### src/hw/rtl/mcg_pkg.sv
// ----------------------------------------------------------------------------
// mcg_pkg
// shared constants, command and message codes for the midi clock generator
// ----------------------------------------------------------------------------
`default_nettype none

package mcg_pkg;

  localparam int PPQN       = 192;
  localparam int SIXTEENTH  = PPQN / 4;
  localparam int PULSE_DIV  = PPQN / 24;
  localparam int MAX_PULSES = 64;

  localparam int TICK_W  = 32;
  localparam int STATE_W = TICK_W + 1;
  localparam int MOD_W   = 11;
  localparam int MODE_W  = 2;
  localparam int FUNC_W  = 3;
  localparam int KIND_W  = 3;
  localparam int SPP_W   = 14;
  localparam int CIDX_W  = 2;
  localparam int CDAT_W  = 11;

  // widest divisor is SIXTEENTH times the largest modulus
  localparam int DIV_W  = $clog2(SIXTEENTH * ((1 << MOD_W) - 1) + 1);
  localparam int STEP_W = $clog2(TICK_W);
  localparam int CNT_W  = $clog2(MAX_PULSES + 1);

  localparam logic [MODE_W-1:0] MODE_OFF = 2'd0;
  localparam logic [MODE_W-1:0] MODE_POS = 2'd1;
  localparam logic [MODE_W-1:0] MODE_MOD = 2'd2;

  localparam logic [CIDX_W-1:0] CFG_MODE    = 2'd0;
  localparam logic [CIDX_W-1:0] CFG_MODULUS = 2'd1;

  localparam logic [FUNC_W-1:0] FN_INIT  = 3'd0;
  localparam logic [FUNC_W-1:0] FN_CONT  = 3'd1;
  localparam logic [FUNC_W-1:0] FN_START = 3'd2;
  localparam logic [FUNC_W-1:0] FN_STOP  = 3'd3;
  localparam logic [FUNC_W-1:0] FN_CLOCK = 3'd4;

  localparam logic [KIND_W-1:0] KIND_NONE  = 3'd0;
  localparam logic [KIND_W-1:0] KIND_START = 3'd1;
  localparam logic [KIND_W-1:0] KIND_STOP  = 3'd2;
  localparam logic [KIND_W-1:0] KIND_CONT  = 3'd3;
  localparam logic [KIND_W-1:0] KIND_SPP   = 3'd4;
  localparam logic [KIND_W-1:0] KIND_PULSE = 3'd5;

  localparam logic [SPP_W-1:0] SPP_MAX = {SPP_W{1'b1}};

endpackage : mcg_pkg

`default_nettype wire

### src/hw/rtl/midi_clock_generator.sv
// ----------------------------------------------------------------------------
// midi_clock_generator
// turns sequencer tick positions into midi real-time message beats
// ----------------------------------------------------------------------------
// usage:
//   in_*  : one command beat (func, tick), taken when in_valid and !in_stall
//   out_* : result beats (msg_kind, song_position, pulse_overflow, last);
//           last marks the final beat caused by a command
//   cfg_* : register writes (clock_mode, clock_modulus), cfg_ready always high
// sequence:
//   init and continue run a shared restoring divider, one quotient bit per
//   cycle over the 32 tick bits, then an alignment step, then the result
//   beats (continue, and init from a nonzero tick in position mode, give
//   song position then continue; other inits give start)
//   clock runs a compare/count step, then one beat per due pulse (max 64)
//   start and stop go straight to a single result beat; while mode is off no beat is given
//   in_stall is high from the accepting edge until the sequencer is idle again
// reset:
//   clock off, modulus 64, last clocked tick -1, no result pending
// back-pressure:
//   the output register holds its beat while out_stall is high; the
//   sequencer waits on it, and a new command can still be taken while the
//   final beat of the previous one waits to be read
// ----------------------------------------------------------------------------
`default_nettype none

module midi_clock_generator (
  input  wire logic                        clk,
  input  wire logic                        rst_n,
  // command channel
  input  wire logic                        in_valid,
  output logic                             in_stall,
  input  wire logic [mcg_pkg::FUNC_W-1:0]  in_func,
  input  wire logic [mcg_pkg::TICK_W-1:0]  in_tick,
  // result channel
  output logic                             out_valid,
  input  wire logic                        out_stall,
  output logic [mcg_pkg::KIND_W-1:0]       out_msg_kind,
  output logic [mcg_pkg::SPP_W-1:0]        out_song_position,
  output logic                             out_pulse_overflow,
  output logic                             out_last,
  // configuration writes
  input  wire logic                        cfg_valid,
  output logic                             cfg_ready,
  input  wire logic [mcg_pkg::CIDX_W-1:0]  cfg_index,
  input  wire logic [mcg_pkg::CDAT_W-1:0]  cfg_data
);
  import mcg_pkg::*;

  typedef enum logic [2:0] {
    ST_IDLE,
    ST_DIV,
    ST_ALIGN,
    ST_PULSE,
    ST_EMIT
  } state_t;

  state_t              state_r, state_nxt;

  // configuration registers
  logic [MODE_W-1:0]   mode_r;
  logic [MOD_W-1:0]    modulus_r;

  // sequencer state
  logic [STATE_W-1:0]  last_tick_r, last_tick_nxt;   // two's complement
  logic [TICK_W-1:0]   tick_r, tick_nxt;
  logic                align_r, align_nxt;           // start alignment vs song position

  // shared divider
  logic [TICK_W-1:0]   quo_r, quo_nxt;               // dividend shifts out, quotient in
  logic [DIV_W-1:0]    rem_r, rem_nxt;
  logic [DIV_W-1:0]    div_r, div_nxt;
  logic [STEP_W-1:0]   step_r, step_nxt;

  // emission
  logic [CNT_W-1:0]    cnt_r, cnt_nxt;
  logic [KIND_W-1:0]   kind_r, kind_nxt;
  logic [SPP_W-1:0]    spp_r, spp_nxt;
  logic                ovf_r, ovf_nxt;

  // output register
  logic                out_valid_r, out_valid_nxt;
  logic [KIND_W-1:0]   out_kind_r, out_kind_nxt;
  logic [SPP_W-1:0]    out_spp_r, out_spp_nxt;
  logic                out_ovf_r, out_ovf_nxt;
  logic                out_last_r, out_last_nxt;

  // decode helpers
  logic                pos_mode, mod_mode, active;
  logic                in_take;
  logic [MOD_W-1:0]    mod_eff;
  logic [DIV_W-1:0]    align_unit;

  // divider datapath
  logic [DIV_W:0]      rem_sh;
  logic                rem_ge;

  // alignment datapath
  logic [STATE_W:0]    aligned;                      // 34 bits, signed

  // pulse count datapath
  logic [STATE_W-1:0]  lo_tick;
  logic [STATE_W:0]    lo_ceil;
  logic [STATE_W:0]    due;
  logic                clock_due;

  logic                slot_free;

  assign pos_mode = (mode_r == MODE_POS);
  assign mod_mode = (mode_r == MODE_MOD);
  assign active   = pos_mode | mod_mode;                // mode 3 acts as off

  assign in_stall  = (state_r != ST_IDLE);
  assign in_take   = in_valid & ~in_stall;
  assign cfg_ready = 1'b1;

  // alignment unit for modulo starts; zero modulus counts as one
  assign mod_eff    = (modulus_r == '0) ? MOD_W'(1) : modulus_r;
  assign align_unit = DIV_W'(mod_eff) * DIV_W'(SIXTEENTH);

  // one restoring division step
  assign rem_sh = {rem_r, quo_r[TICK_W-1]};
  assign rem_ge = (rem_sh >= {1'b0, div_r});

  // tick rounded up to the divisor, minus one
  assign aligned = {2'b00, tick_r} - {{(STATE_W+1-DIV_W){1'b0}}, rem_r}
                 + ((rem_r != '0) ? {{(STATE_W+1-DIV_W){1'b0}}, div_r} : '0)
                 - (STATE_W+1)'(1);

  // pulses due between last_tick+1 and tick inclusive
  assign lo_tick   = last_tick_r + STATE_W'(1);
  assign lo_ceil   = ({1'b0, lo_tick} + (STATE_W+1)'(PULSE_DIV - 1)) / PULSE_DIV;
  assign due       = (STATE_W+1)'(tick_r / PULSE_DIV) + (STATE_W+1)'(1) - lo_ceil;
  assign clock_due = ($signed(last_tick_r) < $signed({1'b0, tick_r}));

  assign slot_free = ~out_valid_r | ~out_stall;

  always_comb begin
    state_nxt     = state_r;
    last_tick_nxt = last_tick_r;
    tick_nxt      = tick_r;
    align_nxt     = align_r;
    quo_nxt       = quo_r;
    rem_nxt       = rem_r;
    div_nxt       = div_r;
    step_nxt      = step_r;
    cnt_nxt       = cnt_r;
    kind_nxt      = kind_r;
    spp_nxt       = spp_r;
    ovf_nxt       = ovf_r;
    out_valid_nxt = out_valid_r;
    out_kind_nxt  = out_kind_r;
    out_spp_nxt   = out_spp_r;
    out_ovf_nxt   = out_ovf_r;
    out_last_nxt  = out_last_r;

    if (out_valid_r && !out_stall) begin
      out_valid_nxt = 1'b0;
    end

    case (state_r)
      ST_IDLE: begin
        if (in_take) begin
          tick_nxt = in_tick;
          quo_nxt  = in_tick;
          rem_nxt  = '0;
          step_nxt = '0;
          spp_nxt  = '0;
          ovf_nxt  = 1'b0;
          case (in_func)
            FN_INIT: begin
              if (pos_mode && in_tick != '0) begin
                div_nxt   = DIV_W'(SIXTEENTH);
                align_nxt = 1'b0;
                state_nxt = ST_DIV;
              end else if (mod_mode || in_tick == '0) begin
                div_nxt   = align_unit;
                align_nxt = 1'b1;
                state_nxt = ST_DIV;
              end
            end
            FN_CONT: begin
              div_nxt   = DIV_W'(SIXTEENTH);
              align_nxt = 1'b0;
              state_nxt = ST_DIV;
            end
            FN_START, FN_STOP: begin
              last_tick_nxt = '1;
              if (active) begin
                kind_nxt  = (in_func == FN_START) ? KIND_START : KIND_STOP;
                cnt_nxt   = CNT_W'(1);
                state_nxt = ST_EMIT;
              end
            end
            FN_CLOCK: begin
              if (active) begin
                state_nxt = ST_PULSE;
              end
            end
            default: begin
            end
          endcase
        end
      end

      ST_DIV: begin
        rem_nxt  = rem_ge ? DIV_W'(rem_sh - {1'b0, div_r}) : rem_sh[DIV_W-1:0];
        quo_nxt  = {quo_r[TICK_W-2:0], rem_ge};
        step_nxt = step_r + STEP_W'(1);
        if (step_r == STEP_W'(TICK_W - 1)) begin
          state_nxt = ST_ALIGN;
        end
      end

      ST_ALIGN: begin
        // clamp past the top of the tick range
        if (aligned[STATE_W] == 1'b0 && aligned[STATE_W-1] == 1'b1) begin
          last_tick_nxt = {1'b0, {TICK_W{1'b1}}};
        end else begin
          last_tick_nxt = aligned[STATE_W-1:0];
        end
        if (!active) begin
          state_nxt = ST_IDLE;
        end else if (align_r) begin
          kind_nxt  = KIND_START;
          cnt_nxt   = CNT_W'(1);
          state_nxt = ST_EMIT;
        end else begin
          kind_nxt  = KIND_SPP;
          spp_nxt   = (quo_r > TICK_W'(SPP_MAX)) ? SPP_MAX : quo_r[SPP_W-1:0];
          cnt_nxt   = CNT_W'(2);
          state_nxt = ST_EMIT;
        end
      end

      ST_PULSE: begin
        state_nxt = ST_IDLE;
        if (clock_due) begin
          last_tick_nxt = {1'b0, tick_r};
          kind_nxt      = KIND_PULSE;
          if (due > (STATE_W+1)'(MAX_PULSES)) begin
            cnt_nxt   = CNT_W'(MAX_PULSES);
            ovf_nxt   = 1'b1;
            state_nxt = ST_EMIT;
          end else if (due != '0) begin
            cnt_nxt   = due[CNT_W-1:0];
            state_nxt = ST_EMIT;
          end
        end
      end

      ST_EMIT: begin
        if (slot_free) begin
          out_valid_nxt = 1'b1;
          out_kind_nxt  = kind_r;
          out_spp_nxt   = (kind_r == KIND_SPP) ? spp_r : '0;
          out_ovf_nxt   = ovf_r;
          out_last_nxt  = (cnt_r == CNT_W'(1));
          cnt_nxt       = cnt_r - CNT_W'(1);
          // song position is followed by continue
          if (kind_r == KIND_SPP) begin
            kind_nxt = KIND_CONT;
          end
          if (cnt_r == CNT_W'(1)) begin
            state_nxt = ST_IDLE;
          end
        end
      end

      default: begin
        state_nxt = ST_IDLE;
      end
    endcase
  end

  always_ff @(posedge clk) begin
    if (!rst_n) begin
      state_r     <= ST_IDLE;
      mode_r      <= MODE_OFF;
      modulus_r   <= MOD_W'(64);
      last_tick_r <= '1;
      out_valid_r <= 1'b0;
      cnt_r       <= '0;
      step_r      <= '0;
      kind_r      <= KIND_NONE;
      out_kind_r  <= KIND_NONE;
    end else begin
      state_r     <= state_nxt;
      last_tick_r <= last_tick_nxt;
      out_valid_r <= out_valid_nxt;
      cnt_r       <= cnt_nxt;
      step_r      <= step_nxt;
      kind_r      <= kind_nxt;
      out_kind_r  <= out_kind_nxt;
      if (cfg_valid && cfg_ready) begin
        case (cfg_index)
          CFG_MODE:    mode_r    <= cfg_data[MODE_W-1:0];
          CFG_MODULUS: modulus_r <= cfg_data[MOD_W-1:0];
          default: begin
          end
        endcase
      end
    end
  end

  // payload registers
  always_ff @(posedge clk) begin
    tick_r     <= tick_nxt;
    align_r    <= align_nxt;
    quo_r      <= quo_nxt;
    rem_r      <= rem_nxt;
    div_r      <= div_nxt;
    spp_r      <= spp_nxt;
    ovf_r      <= ovf_nxt;
    out_spp_r  <= out_spp_nxt;
    out_ovf_r  <= out_ovf_nxt;
    out_last_r <= out_last_nxt;
  end

  assign out_valid          = out_valid_r;
  assign out_msg_kind       = out_kind_r;
  assign out_song_position  = out_spp_r;
  assign out_pulse_overflow = out_ovf_r;
  assign out_last           = out_last_r;

endmodule : midi_clock_generator

`default_nettype wire
### config.mk
export PLATFORM = sky130hd
export DESIGN_NAME = midi_clock_generator
export DESIGN_NICKNAME = d
export VERILOG_FILES = /design/src/hw/rtl/mcg_pkg.sv /design/src/hw/rtl/midi_clock_generator.sv
export SDC_FILE = /design/constraint.sdc
export NUM_CORES = 1
export LEC_CHECK = 0
export BUFFER_PORTS_ARGS = -buffer_cell sky130_fd_sc_hd__buf_2
export CAP_MARGIN = 30
export CORE_UTILIZATION = 65
export CTS_CLUSTER_SIZE = 20
export DETAILED_ROUTE_END_ITERATION = 12
export PLACE_DENSITY_LB_ADDON = 0.3
export RECOVER_POWER = 50
export SKIP_CTS_REPAIR_TIMING = 1
export SYNTH_ARGS = -nofsm -noshare
export SYNTH_HDL_FRONTEND = slang
export SYNTH_SLANG_ARGS = --single-unit
### constraint.sdc
create_clock -name clk -period 16.8 [get_ports clk]
set_input_delay 5.04 -clock clk [delete_from_list [all_inputs] [get_ports clk]]
set_output_delay 5.04 -clock clk [all_outputs]
set_load 0.01 [all_outputs]
==> impl_metrics.ini <==
[worst_setup_path]
cp.required_ps = 17140
cp-start-kind = input pin
worstPathMaxFanout = 42
endpoint_kind = flip-flop
worstPathArrival_ps = 8510
worstSetupPathType = input pin to flip-flop

[pwr]
swShare_pct = 47.25
vdd_ir_drop_max_v = 0.0001235
powerDensity_nw_per_um2 = 149.4
p_int_mw = 1.430
combPwrFrac_pct = 60.5
leakage_nw = 7.702
power_switching_mw = 1.281
pwr-share-clk_pct = 16.2
seqPwrFrac_pct = 23.3

[yosys]
synth.most_common_cell = nand2_1
synth_top_area_cell = edfxtp_1
synth_top_area_share_pct = 22.25
syn-mean-instance-area_um2 = 8.418
yosysWarnings = 0
synth_edf_count = 126
synthTopCellsByCount = 200 x nand2_1, 183 x ha_1, 167 x inv_1, 161 x nor2_1, 126 x edfxtp_1
ys_ff_latch = 194
yosysSeqAreaShare_pct = 30.26
ys_types = 91
async_flop_share_pct = 0
synthesis.nets = 2261
syn_inst = 2020
synthFlopType = edfxtp_1
syn_area_um2 = 17010
synth.area.top_cells = edfxtp_1 22%, ha_1 13%, dfxtp_1 8.0%

[status]
violations = capacitance limit, slew limit
status = finished, violations left

[die]
die_area_um2 = 26810
core_um2 = 25400
initial_core_util_pct = 66.95
die-height_um = 163.7
row_count = 58
die_w_um = 163.7
ios = 75

[clocking]
cts_buffers = 17
cts_root_buffer = clkbuf_16
path_clk_slew_ps = 80
clock-sinks = 194
clk_latency_ps = 450
tritoncts = yes
cts_buffer_depth = 2
htree_levels = 4

[timing]
min_period_ps = 8173
finalClockSkew_ps = 28.38
rsz0062_at_grt = no
finalSetupViolCount = 0
fmaxAchievable_ghz = 0.1224
fin_setup_tns_ps = 0
final_hold_viol_count = 0
worstMarginPinSlew_ps = 2469
slew_headroom_pct = -64.60
slew_violations = 127
period_share_pct = 48.65

[grt]
antenna_found_initial = 0
grt_most_used_layer = met2
track_usage_pct = 35.72
grt_overflow = 0
grt_pass1_wl_mm = 75.04
grt_max_degree = 54
use_met1_pct = 43.64
grt_pass1_vias = 15020
grtUsageMet3_pct = 8.131
use_met2_pct = 59.63

[detailed_routing]
drc = 0
drt_wl_total_mm = 47.70
vias = 15800
drt-initial-drc-count = 1550
wl_per_cell_um = 19.98
viasPerCell = 6.618
dr.pass1.iters = 6
ant_nets = 0

[layout]
finalNetCount = 2284
layout-drive-gt1-share_pct = 5.885
final_core_util_pct = 71.43
fin_area_um2 = 18140
n_fill_cell = 2004
syn2layout_area_growth_pct = 6.688

[placed_design]
placement.cell_area_um2 = 17570
place_hpwl_mm = 36.55
gp_congestion = 1.040
io_buffers = 73

[run]
cap_violations = 3

[hold_path]
min_path_type = flip-flop to flip-flop
[worst max-delay path, cell delays in order]
cell      delay, ps
clkbuf_1        610
inv_1           220
clkbuf_1       1650
nor2_1          420
buf_4           350
a22oi_1         180
[per-stage QoR]
stage	instances	power (mW)	hold slack, ps	worst slack (ps)
after floorplan	2020	1.874	400.3	8281
after global placement	2350	2.186	450.6	9721
after detailed placement	2352	2.225	452.0	9599
after CTS	2384	2.670	464.2	9624
after global routing	2386	2.896	477.2	8639
final	2387	2.710	466.2	8627
[final cells by class]
cell class	instances	area [µm²]	share of cell area, %
antenna	1	2.502	0.01379
clock inverter	15	206.4	1.138
clock buffer	17	425.4	2.345
timing repair buffer	85	414.1	2.283
sequential	194	5145	28.36
inverter	168	630.6	3.476
multi-input combinational	1577	10910	60.11
tap	330	412.9	2.276
[logic make-up after synthesis]
logic type	after synthesis	share of synthesized area (%)
AO/OA/AOI/OAI	505	19.45
XOR/XNOR	149	7.674
adder cells (fa/ha/maj)	188	14.05
buffers and inverters	249	5.695
flip-flops	194	30.26
multiplexers	29	1.744
other	1	0.02205
AND/OR/NAND/NOR	705	21.10
[power by group through the flow]
stage | registers, mW | logic [mW] | clock network [mW]
floorplan | 0.605 | 1.27 | 0
detailed placement | 0.638 | 1.59 | 0
global route | 0.635 | 1.80 | 0.456
CTS | 0.628 | 1.61 | 0.437
global placement | 0.637 | 1.55 | 0
finish | 0.633 | 1.64 | 0.439
[flip-flops by register name, summed over array words and instances, names as in the netlist, 5 cells and up]
signal and flops:
cnt_r 7, rem_r 17, quo_r 32, modulus_r 11
out_song_position 14, tick_r 32, spp_r 14, div_r 13
step_r 5, last_tick_r 33
[layer usage]
layer	vias up	wire [µm]	share of wire, %
met1	7483	18420	39
li1	7381	-	-
met5	-	0	0
met2	770	22270	47
met3	162	4869	10
met4	0	2133	4.5
[placed cells by master, fill, tap and decap left out, types with 15 or more instances in the layout]
| master | instances |
|---|---|
| o31ai_1 | 16 |
| o21ai_0 | 93 |
| nand3_1 | 80 |
| nor3_1 | 39 |
| o21a_1 | 18 |
| edfxtp_1 | 126 |
| o21ai_1 | 15 |
| dfxtp_1 | 68 |
| a21oi_1 | 125 |
| and2_1 | 39 |
| nand4_1 | 24 |
| nor4_1 | 26 |
| a31oi_1 | 19 |
| a211oi_1 | 16 |
| nand2b_1 | 18 |
| o22ai_1 | 15 |
| clkbuf_16 | 17 |
| xnor2_1 | 103 |
| nand2_1 | 200 |
| buf_2 | 39 |
| ha_1 | 183 |
| o21bai_1 | 17 |
| o211ai_1 | 28 |
| clkbuf_1 | 39 |
| inv_1 | 167 |
| nor2_1 | 161 |
| a21o_1 | 34 |
| mux2i_1 | 24 |
| xor2_1 | 46 |
[worst paths after layout]
kind                                         to  slack (ps)  cells after the start      startpoint
worst max register to register         cnt_r[6]        9400                     22  last_tick_r[1]
worst max-delay path            last_tick_r[11]        8630                      6           rst_n
worst min register to register        step_r[3]         470                      1       step_r[3]
worst min-delay path                  step_r[3]         470                      1       step_r[3]
No activity file was read; power rests on OpenSTA's default activity.
